File: src/hw/rtl/rcf_pkg.sv
`default_nettype none

package rcf_pkg;

  localparam int DISTANCE_BITS_DEFAULT = 19;
  localparam int QUALITY_BITS          = 16;
  localparam int COUNT_BITS            = 8;
  localparam int CFG_INDEX_BITS        = 3;

  // Reset values before truncation to the distance width.
  localparam logic [31:0] MAX_PLAUSIBLE_RESET = 32'd200000;
  localparam logic [31:0] MAX_SPREAD_RESET    = 32'd100;
  localparam logic [COUNT_BITS-1:0] CONSENSUS_RESET = 8'd3;

  typedef enum logic [CFG_INDEX_BITS-1:0] {
    REG_MIN_PLAUSIBLE = 3'd0,
    REG_MAX_PLAUSIBLE = 3'd1,
    REG_MIN_QUALITY   = 3'd2,
    REG_CONSENSUS     = 3'd3,
    REG_MAX_SPREAD    = 3'd4
  } cfg_reg_t;

  // Streak and trust state carried between consecutive measurements.
  typedef struct packed {
    logic                           prev_valid;
    logic [COUNT_BITS-1:0]          agree_count;
    logic [COUNT_BITS-1:0]          pass_count;
    logic signed [QUALITY_BITS-1:0] lowest_quality;
    logic                           trust_flag;
  } streak_t;

  // Status flags of one result beat.
  typedef struct packed {
    logic plausible;
    logic quality_passed;
  } flags_t;

endpackage

`default_nettype wire

File: src/hw/rtl/rcf_core.sv
`default_nettype none

module rcf_core #(
  parameter int DISTANCE_BITS = rcf_pkg::DISTANCE_BITS_DEFAULT
) (
  input  wire logic                                   op,
  input  wire logic signed [DISTANCE_BITS-1:0]        distance_mm,
  input  wire logic                                   verdict_ok,
  input  wire logic signed [rcf_pkg::QUALITY_BITS-1:0] sts_quality,
  input  wire logic signed [DISTANCE_BITS-1:0]        min_plausible_mm,
  input  wire logic signed [DISTANCE_BITS-1:0]        max_plausible_mm,
  input  wire logic signed [rcf_pkg::QUALITY_BITS-1:0] min_quality,
  input  wire logic [rcf_pkg::COUNT_BITS-1:0]         consensus_count,
  input  wire logic [DISTANCE_BITS-1:0]               max_spread_mm,
  input  wire logic signed [DISTANCE_BITS-1:0]        prev_distance,
  input  wire rcf_pkg::streak_t                       streak,
  output logic signed [DISTANCE_BITS-1:0]             prev_distance_next,
  output rcf_pkg::streak_t                            streak_next,
  output logic signed [DISTANCE_BITS-1:0]             distance_res,
  output logic signed [rcf_pkg::QUALITY_BITS-1:0]     quality_res,
  output rcf_pkg::flags_t                             flags_res
);
  import rcf_pkg::*;

  logic                            plaus;
  logic                            passed;
  logic signed [DISTANCE_BITS-1:0] dist_c;
  logic signed [DISTANCE_BITS:0]   diff;
  logic signed [DISTANCE_BITS:0]   adiff;
  logic                            agree;
  streak_t                         upd;

  assign plaus  = (distance_mm >= min_plausible_mm) && (distance_mm <= max_plausible_mm);
  assign dist_c = distance_mm[DISTANCE_BITS-1] ? '0 : distance_mm;
  assign passed = verdict_ok && (sts_quality >= min_quality);

  assign diff  = {dist_c[DISTANCE_BITS-1], dist_c} -
                 {prev_distance[DISTANCE_BITS-1], prev_distance};
  assign adiff = diff[DISTANCE_BITS] ? -diff : diff;
  assign agree = adiff[DISTANCE_BITS-1:0] <= max_spread_mm;

  always_comb begin
    upd = streak;
    if (passed) begin
      if (streak.pass_count == '0 || sts_quality < streak.lowest_quality) begin
        upd.lowest_quality = sts_quality;
      end
      if (streak.pass_count < consensus_count) begin
        upd.pass_count = streak.pass_count + 1'b1;
      end
    end else begin
      upd.pass_count     = '0;
      upd.lowest_quality = sts_quality;
    end
    if (streak.prev_valid && agree) begin
      if (streak.agree_count < consensus_count) begin
        upd.agree_count = streak.agree_count + 1'b1;
      end
    end else begin
      upd.agree_count = COUNT_BITS'(1);
    end
    upd.prev_valid = 1'b1;
    upd.trust_flag = upd.agree_count >= consensus_count;
  end

  always_comb begin
    priority if (op) begin
      prev_distance_next = '0;
      streak_next        = '0;
      distance_res       = '0;
      quality_res        = '0;
      flags_res          = '0;
    end else if (!plaus) begin
      prev_distance_next = '0;
      streak_next        = '0;
      distance_res       = distance_mm;
      quality_res        = sts_quality;
      flags_res          = '0;
    end else begin
      prev_distance_next       = dist_c;
      streak_next              = upd;
      distance_res             = dist_c;
      quality_res              = sts_quality;
      flags_res.plausible      = 1'b1;
      flags_res.quality_passed = passed;
    end
  end

endmodule

`default_nettype wire

File: src/hw/rtl/range_consensus_filter.sv
// range_consensus_filter: plausibility and streak filter for ranging readings.
// Input channel (in_valid/in_ready) carries one beat per measurement: op,
// distance_mm, verdict_ok, sts_quality. op = 1 clears all filter state and
// returns an all-zero result. Output channel (out_valid/out_ready) carries one
// result beat per input beat, in order.
// Each result beat passes through the input register, then the result
// register, before out_valid rises. Throughput: one beat per cycle while
// out_ready stays high, set by the single pass of compare/subtract logic
// between the two registers. When the receiver stalls, the result register
// holds its beat and the input register takes one more beat; in_ready drops
// only when both are full.
// Configuration: cfg_we writes cfg_data into the register named by cfg_index
// (0 min_plausible_mm, 1 max_plausible_mm, 2 min_quality, 3 consensus_count,
// 4 max_spread_mm); write only while the block is idle.
// Reset (rst, synchronous): configuration returns to its defaults, all streak
// state clears and both pipeline registers empty.
`default_nettype none

module range_consensus_filter #(
  parameter int DISTANCE_BITS = rcf_pkg::DISTANCE_BITS_DEFAULT
) (
  input  wire logic                                    clk,
  input  wire logic                                    rst,
  input  wire logic                                    cfg_we,
  input  wire logic [rcf_pkg::CFG_INDEX_BITS-1:0]      cfg_index,
  input  wire logic [(DISTANCE_BITS > rcf_pkg::QUALITY_BITS ? DISTANCE_BITS
                      : rcf_pkg::QUALITY_BITS)-1:0]     cfg_data,
  input  wire logic                                    in_valid,
  output logic                                         in_ready,
  input  wire logic                                    op,
  input  wire logic signed [DISTANCE_BITS-1:0]         distance_mm,
  input  wire logic                                    verdict_ok,
  input  wire logic signed [rcf_pkg::QUALITY_BITS-1:0] sts_quality,
  output logic                                         out_valid,
  input  wire logic                                    out_ready,
  output logic signed [DISTANCE_BITS-1:0]              distance_out,
  output logic signed [rcf_pkg::QUALITY_BITS-1:0]      quality_echo,
  output logic                                         plausible,
  output logic                                         quality_passed,
  output logic [rcf_pkg::COUNT_BITS-1:0]               quality_streak,
  output logic [rcf_pkg::COUNT_BITS-1:0]               agree_streak_out,
  output logic                                         trusted,
  output logic signed [rcf_pkg::QUALITY_BITS-1:0]      lowest_quality_out
);
  import rcf_pkg::*;

  // Configuration registers.
  logic signed [DISTANCE_BITS-1:0] min_plausible_mm;
  logic signed [DISTANCE_BITS-1:0] max_plausible_mm;
  logic signed [QUALITY_BITS-1:0]  min_quality;
  logic [COUNT_BITS-1:0]           consensus_count;
  logic [DISTANCE_BITS-1:0]        max_spread_mm;

  // Input register.
  logic                            s1_valid;
  logic                            s1_op;
  logic signed [DISTANCE_BITS-1:0] s1_distance;
  logic                            s1_verdict;
  logic signed [QUALITY_BITS-1:0]  s1_quality;

  // Filter state.
  logic signed [DISTANCE_BITS-1:0] prev_distance;
  streak_t                         streak;

  // Core results.
  logic signed [DISTANCE_BITS-1:0] prev_distance_next;
  streak_t                         streak_next;
  logic signed [DISTANCE_BITS-1:0] distance_res;
  logic signed [QUALITY_BITS-1:0]  quality_res;
  flags_t                          flags_res;

  logic s1_advance;

  // Advance the input beat whenever the result register is empty or draining.
  assign s1_advance = s1_valid && (!out_valid || out_ready);
  assign in_ready   = !s1_valid || s1_advance;

  always_ff @(posedge clk) begin
    if (rst) begin
      min_plausible_mm <= '0;
      max_plausible_mm <= MAX_PLAUSIBLE_RESET[DISTANCE_BITS-1:0];
      min_quality      <= '0;
      consensus_count  <= CONSENSUS_RESET;
      max_spread_mm    <= MAX_SPREAD_RESET[DISTANCE_BITS-1:0];
    end else if (cfg_we) begin
      unique case (cfg_reg_t'(cfg_index))
        REG_MIN_PLAUSIBLE: min_plausible_mm <= cfg_data[DISTANCE_BITS-1:0];
        REG_MAX_PLAUSIBLE: max_plausible_mm <= cfg_data[DISTANCE_BITS-1:0];
        REG_MIN_QUALITY:   min_quality      <= cfg_data[QUALITY_BITS-1:0];
        REG_CONSENSUS:     consensus_count  <= cfg_data[COUNT_BITS-1:0];
        REG_MAX_SPREAD:    max_spread_mm    <= cfg_data[DISTANCE_BITS-1:0];
        default: ; // drop writes to unmapped indexes
      endcase
    end
  end

  // Input register: take a beat while empty or when the previous one moves on.
  always_ff @(posedge clk) begin
    if (rst) begin
      s1_valid <= 1'b0;
    end else if (in_ready) begin
      s1_valid <= in_valid;
    end
    if (in_valid && in_ready) begin
      s1_op       <= op;
      s1_distance <= distance_mm;
      s1_verdict  <= verdict_ok;
      s1_quality  <= sts_quality;
    end
  end

  rcf_core #(
    .DISTANCE_BITS(DISTANCE_BITS)
  ) u_core (
    .op                 (s1_op),
    .distance_mm        (s1_distance),
    .verdict_ok         (s1_verdict),
    .sts_quality        (s1_quality),
    .min_plausible_mm   (min_plausible_mm),
    .max_plausible_mm   (max_plausible_mm),
    .min_quality        (min_quality),
    .consensus_count    (consensus_count),
    .max_spread_mm      (max_spread_mm),
    .prev_distance      (prev_distance),
    .streak             (streak),
    .prev_distance_next (prev_distance_next),
    .streak_next        (streak_next),
    .distance_res       (distance_res),
    .quality_res        (quality_res),
    .flags_res          (flags_res)
  );

  // State and result register update together, once per advanced beat.
  always_ff @(posedge clk) begin
    if (rst) begin
      prev_distance <= '0;
      streak        <= '0;
      out_valid     <= 1'b0;
    end else begin
      if (s1_advance) begin
        prev_distance <= prev_distance_next;
        streak        <= streak_next;
        out_valid     <= 1'b1;
      end else if (out_ready) begin
        out_valid <= 1'b0;
      end
    end
    if (s1_advance) begin
      distance_out       <= distance_res;
      quality_echo       <= quality_res;
      plausible          <= flags_res.plausible;
      quality_passed     <= flags_res.quality_passed;
      quality_streak     <= streak_next.pass_count;
      agree_streak_out   <= streak_next.agree_count;
      trusted            <= streak_next.trust_flag;
      lowest_quality_out <= streak_next.lowest_quality;
    end
  end

  a_ready_low_only_when_full: assert property (@(posedge clk) disable iff (rst)
    !in_ready |-> (s1_valid && out_valid && !out_ready))
    else $error("in_ready low while pipeline has room");

  a_reset_empties: assert property (@(posedge clk)
    rst |=> (!out_valid && !s1_valid))
    else $error("pipeline not empty after reset");

  a_trusted_is_plausible: assert property (@(posedge clk) disable iff (rst)
    (out_valid && trusted) |-> plausible)
    else $error("trusted result for an implausible beat");

  a_implausible_clears: assert property (@(posedge clk) disable iff (rst)
    (out_valid && !plausible) |-> (quality_streak == '0 && agree_streak_out == '0))
    else $error("streaks not cleared on implausible beat");

  a_plausible_agrees: assert property (@(posedge clk) disable iff (rst)
    (out_valid && plausible) |-> (agree_streak_out != '0))
    else $error("agreement streak zero on plausible beat");

endmodule

`default_nettype wire

File: config.mk
export PLATFORM = sky130hd
export DESIGN_NAME = range_consensus_filter
export DESIGN_NICKNAME = d
export VERILOG_FILES = /design/src/hw/rtl/rcf_pkg.sv /design/src/hw/rtl/rcf_core.sv /design/src/hw/rtl/range_consensus_filter.sv
export SDC_FILE = /design/constraint.sdc
export NUM_CORES = 1
export LEC_CHECK = 0
export BUFFER_PORTS_ARGS = -buffer_cell sky130_fd_sc_hd__buf_4
export CAP_MARGIN = 20
export CORE_MARGIN = 1.5
export CORE_UTILIZATION = 60
export CTS_BUF_LIST = sky130_fd_sc_hd__clkbuf_16
export DETAILED_ROUTE_END_ITERATION = 8
export MAX_ROUTING_LAYER = met4
export PLACE_DENSITY = 0.8
export SYNTH_ARGS = -nofsm -noshare
export SYNTH_HDL_FRONTEND = slang
export SYNTH_SLANG_ARGS = --single-unit
export TNS_END_PERCENT = 10
File: constraint.sdc
create_clock -name clk -period 7.1 [get_ports clk]
set_input_delay 0.71 -clock clk [delete_from_list [all_inputs] [get_ports clk]]
set_output_delay 0.71 -clock clk [all_outputs]
set_load 0.01 [all_outputs]
== Yosys cells after proc, flatten, opt, wreduce, memory -nomap -nowiden ==
Cells that the tools add are included.
Storage, ports and cells
  bits in read-only memories: 0
  logic and storage cells: 75
  output and inout port bits: 72
  bits in registers: 242
  memories kept: 0
  input port bits: 64
  bits in latches: 0
  RAM bits: 0
Operators by class
  multiplexer cells: 15
  add/subtract/negate cells: 4
  eq/ne operators: 4
  shifts and indexed selects: 0
  order comparisons: 8
  reduce and logical (&&, ||, !) cells: 19
  divide/modulo/power cells: 0
  bitwise operators: 1
  multiply operators: 0
Operator list (count)
  19-bit two-way mux: 4
  34-bit two-way mux: 2
  19-bit <= comparator: 2
  24-bit two-way mux: 1
  8-bit two-way mux: 3
  19-bit by 19-bit subtractor with 20-bit output: 1
  19-bit greater-or-equal comparator: 1
  19-bit negation: 1
  18-bit two-way mux: 1
  8-bit by 1-bit adder with 8-bit output (second input constant): 2
  16-bit greater-or-equal comparator: 1
  16-bit < comparator: 1
  8-bit < comparator: 2
  16-bit two-way mux: 1
  2-bit AND reduction: 5
  8-bit greater-or-equal comparator: 1
  8-bit zero test: 1
  3-bit by 2-bit == test with 1-bit output (second input constant): 2
  1-bit logical AND: 5
  3-bit by 1-bit == test with 1-bit output (second input constant): 1
  3-bit == test (second input constant): 1
  3-bit zero test: 1
  1-bit logical OR: 3
  1-bit zero test: 2
  other kinds (5): 6

== Depth between registers and ports, before layout ==
  word-level depth: 10
  gate-level depth with buffers: 31
  mapped depth without buffers: 28

== By module ==
From an unflattened synthesis, not the netlist that was laid out.
Second synthesis, totals
  cell total of the unflattened synthesis: 1460
  area total of the unflattened synthesis: 13775.7 µm²
By module, submodules not included
  range_consensus_filter: instances 1, seq. area each 5935.7 µm², cells an instance 699, area an instance 8525.7 µm²
  rcf_core: instances 1, seq. area each 0.0 µm², cells an instance 761, area an instance 5250.0 µm²

== Least setup slack after synthesis ==
No wires, ideal clock.
  path type: reg2reg
  start: register s1_distance[18]
  end: register trusted (data pin)
  setup slack: 1.073 ns
  stages on the path, launching flop included: 32
  required time: 6.830 ns
  buffers on the path: 3
  data arrival time: 5.757 ns
  period minus slack after synthesis: 6.027 ns
  setup time: 0.270 ns
  path through: edfxtp_1 clkbuf_1 clkbuf_1 nand2b_1 ha_1 fa_1 nand2b_1 a21oi_2 o211a_1 o21ai_0 a211o_1 nor4b_1 a21oi_1 xnor2_1 ha_1 nand4_1 nor2_1 nand4_1 nand2_1 a31oi_1 a21o_1 clkbuf_1 nor2_1 ha_1 nand2b_1 a21o_1 a21o_1 a21o_1 a21oi_1 nor2b_1 o211ai_1 a21oi_1
Between the ends
  word-level cells in the longest chain between the ends: 8
  elaborated cells on any way between the ends: 13
  classes of those cells: add/sub: 2; order compare: 4; mux: 3; bitwise: 1; reduce/logical: 3
RTL lines
  start: declaration: line range_consensus_filter.sv:57  | logic signed [DISTANCE_BITS-1:0] s1_distance;
  start signal: assignment: line range_consensus_filter.sv:106  | s1_distance <= distance_mm;
  18-bit two-way mux: line rcf_core.sv:34  | assign dist_c = distance_mm[DISTANCE_BITS-1] ? '0 : distance_mm;
  19-bit by 19-bit subtractor with 20-bit output: line rcf_core.sv:37  | assign diff = {dist_c[DISTANCE_BITS-1], dist_c} -
  19-bit negation: line rcf_core.sv:39  | assign adiff = diff[DISTANCE_BITS] ? -diff : diff;
  19-bit two-way mux: line rcf_core.sv:39
  19-bit <= comparator: line rcf_core.sv:40  | assign agree = adiff[DISTANCE_BITS-1:0] <= max_spread_mm;
  1-bit logical AND: line rcf_core.sv:55  | if (streak.prev_valid && agree) begin
  8-bit two-way mux: line rcf_core.sv:55
  8-bit greater-or-equal comparator: line rcf_core.sv:63  | upd.trust_flag = upd.agree_count >= consensus_count;
  end signal: assignment: line range_consensus_filter.sv:155  | trusted <= streak_next.trust_flag;
  end: declaration: line range_consensus_filter.sv:42  | output logic trusted,
Several ways; a longest one is shown, not always the timed one.
A chain may end at the register's enable or synchronous reset.

== Worst setup path after layout ==
Same ends and word-level chain as after synthesis.

==> out/qor.yml <==
drive_above_1_share_pct: 13.3
core_mm2: 0.0213
clk_latency_ns: 0.54
fin_setup_tns_ns: 0
hpwl_um: 24800
wirelength_um: 33900
rsz0062_at_grt: "no"
die_h_um: 151
final_cells: 1812
num_antenna_cells: 0
syn_area_mm2: 0.0132
fp.dieArea_mm2: 0.0228
fmax_mhz: 151
max_slew_margin_pct: 24.0
postCtsResizedCells: 0
syn-num-nets: 1594
ys_async_sr_fraction_pct: 0
postCtsSetupBuffers: 0
synth_seq_area_share_pct: 44.8
hold_buffers: 0
final_nets: 1714
crit_path_end_kind: "register"
portBuffers: 135
min_to: "s1_quality[8]$_DFFE_PP_"
reg2reg_to: "trusted$_SDFFCE_PN0P_"
syn_to_final_growth_pct: 15.2
intPower_w: 0.00241
synth_cell_types: 79
synth_warnings: 0
dpl-instance-area_mm2: 0.0144
comb_power_share_pct: 15.0
synth_top_cell_by_area: "edfxtp_1"
finalSetupViolCount: 0
cp_slowest_stage_delay_ns: 0.75
path_class: "reg -> reg"
period_share_pct: 93.5
cts-root-buf: "clkbuf_16"
gp_congestion: 0.935
hold_viol_final: 0
crit-reg2reg-launch: "s1_distance[18]$_DFFE_PP_"
ir_drop_uv: 186
p_clk_share_pct: 38.2
overflow: 0
hold_depth: 1
synth_common_cells: "nand2_1, dfxtp_1, ha_1, inv_1, a21oi_1"
fin_crit_ns: 6.64
numCtsBuffers: 26
stdcell_area_mm2: 0.0151
vias: 10700
swShare_pct: 26.7
synth-edff-count: 107
syn_avg_cell_area_um2: 9.41
grt_pass1_wl_um: 52500
synth_ff_type: "dfxtp_1"
netlist_instances: 1397
antenna_found_initial: 0
multi_input_area_mm2: 0.00657
path_common_cell: "a21o_1"
p_total_w: 0.00329
finalClockSkew_ns: 0.00762
grt_start_max_net_pins: 68
die_w_um: 151
clkSinkCount: 241
drc: 0
worstSetupStartpointType: "register"
drt_iter0_markers: 779
power_leakage_nw: 5.96
cp.required_ns: 7.36
synth-seq-cells: 241
power_density_mw_per_mm2: 217
fillers: 1646
cts_tree: "done"
cts.path.max_buffers: 3
synth_top_area_share_pct: 24.4
crit_arrival_ns: 6.89
worst_slew_pin_slew_ns: 1.13
r2r.worst_path.cells: 28
wl_per_cell_um: 18.7
outcome: "complete, no violations"
ff_latch_area_mm2: 0.00590
sequentialPowerShare_pct: 46.8
ios: 136
htree_levels: 1
viasPerCell: 5.90
r2r_slack_ns: 0.46
path_max_fanout: 23
ant_nets: 0
first_pass_iters: 5
finalMaxSlewViolations: 0
dp.cells: 1763
start_util_pct: 61.8
synthTopCellsByArea: "edfxtp_1, dfxtp_1, ha_1"
cts.reportedPaths.clkPinSlew_ns: 0.06
grt_pass1_vias: 10100
row_count: 53
hp-start: "sts_quality[8]"
post-synth-top-count-cell: "nand2_1"
crit_slowest_cell: "edfxtp_1"
drv_cap: 0
p_switching_w: 0.000878
grt_usage_pct: 30.5
hp-class: "in -> reg"
==> worst max path at each step <==
stage	cells past startpoint	startpoint	endpoint	slack, ns
floorplan	31	s1_distance[18]$_DFFE_PP_	trusted$_SDFFCE_PN0P_	1.07
global placement	28	s1_distance[18]$_DFFE_PP_	trusted$_SDFFCE_PN0P_	0.67
detailed placement	28	s1_distance[18]$_DFFE_PP_	trusted$_SDFFCE_PN0P_	0.56
CTS	28	s1_distance[18]$_DFFE_PP_	trusted$_SDFFCE_PN0P_	0.53
global route	28	s1_distance[18]$_DFFE_PP_	trusted$_SDFFCE_PN0P_	0.06
finish	28	s1_distance[18]$_DFFE_PP_	trusted$_SDFFCE_PN0P_	0.46
==> stage by stage <==
| stage | hold slack [ns] | util (%) | setup WS (ns) |
|---|---|---|---|
| finish | 0.346 | 71.2 | 0.463 |
| global route | 0.330 | 71.2 | 0.0610 |
| CTS | 0.332 | 71.1 | 0.533 |
| detailed placement | 0.448 | 67.4 | 0.561 |
| global placement | 0.441 | 67.4 | 0.674 |
| floorplan | 0.436 | - | 1.07 |
==> layer usage <==
| metal | routed length, µm | up-vias | track usage (%) |
|---|---|---|---|
| met1 | 15000 | 5108 | 40.8 |
| met4 | 928 | 0 | 8.16 |
| met5 | 0 | - | - |
| met3 | 2350 | 62 | 4.88 |
| li1 | - | 5169 | - |
| met2 | 15600 | 349 | 48.4 |
==> cells by family after synthesis <==
group	Yosys count	share of synthesized area, %
simple gates	480	17.6
compound gates	301	15.2
flops	241	44.8
buf+inv	178	5.25
fa+ha+maj	133	12.7
xor+xnor	43	2.86
mux	21	1.61
==> worst max-delay path: cells and delay by family (launching register included) <==
family | cells | cell delay [ns]
xor+xnor | 1 | 0.16
simple gates | 11 | 2.23
fa+ha+maj | 4 | 1.15
flops | 1 | 0.75
compound gates | 12 | 2.09
==> sequential cells by signal, summed over array words and instances (netlist names), 8 cells and up <==
signal              flops
max_spread_mm          19
min_plausible_mm       19
streak                 33
quality_streak          8
lowest_quality_out     16
min_quality            16
prev_distance          18
agree_streak_out        8
s1_distance            19
s1_quality             16
max_plausible_mm       19
consensus_count         8
quality_echo           16
distance_out           19
==> cell type report <==
type	count	share of cell area, %
well taps	275	2.27
clock buffers	26	4.30
flip-flops and latches	241	38.9
repair buffers	142	7.04
multi-input cells	978	43.4
clock inverters	22	0.900
inverters	128	3.18
==> layout by cell type (no fill, tap or decap), types with 17 or more instances in the layout <==
master	instances
xnor2_1	25
edfxtp_1	107
clkbuf_16	26
o211ai_1	20
buf_4	142
nand3_1	30
nor2b_1	39
a21oi_1	120
nand4_1	28
and2_1	26
mux2i_1	20
dfxtp_1	134
nand2_1	192
inv_1	133
o21ai_0	34
nor2_1	90
a21o_1	17
ha_1	132
xor2_1	18
a22o_1	33
==> power groups by stage <==
| stage | Sequential, W | Combinational (W) | Clock (W) |
|---|---|---|---|
| after floorplan | 0.00156 | 0.000320 | 0 |
| after global placement | 0.00157 | 0.000475 | 0 |
| after detailed placement | 0.00157 | 0.000486 | 0 |
| after CTS | 0.00154 | 0.000490 | 0.00127 |
| after global routing | 0.00154 | 0.000549 | 0.00132 |
| final | 0.00154 | 0.000494 | 0.00126 |
No activity file was read; power rests on OpenSTA's default activity.
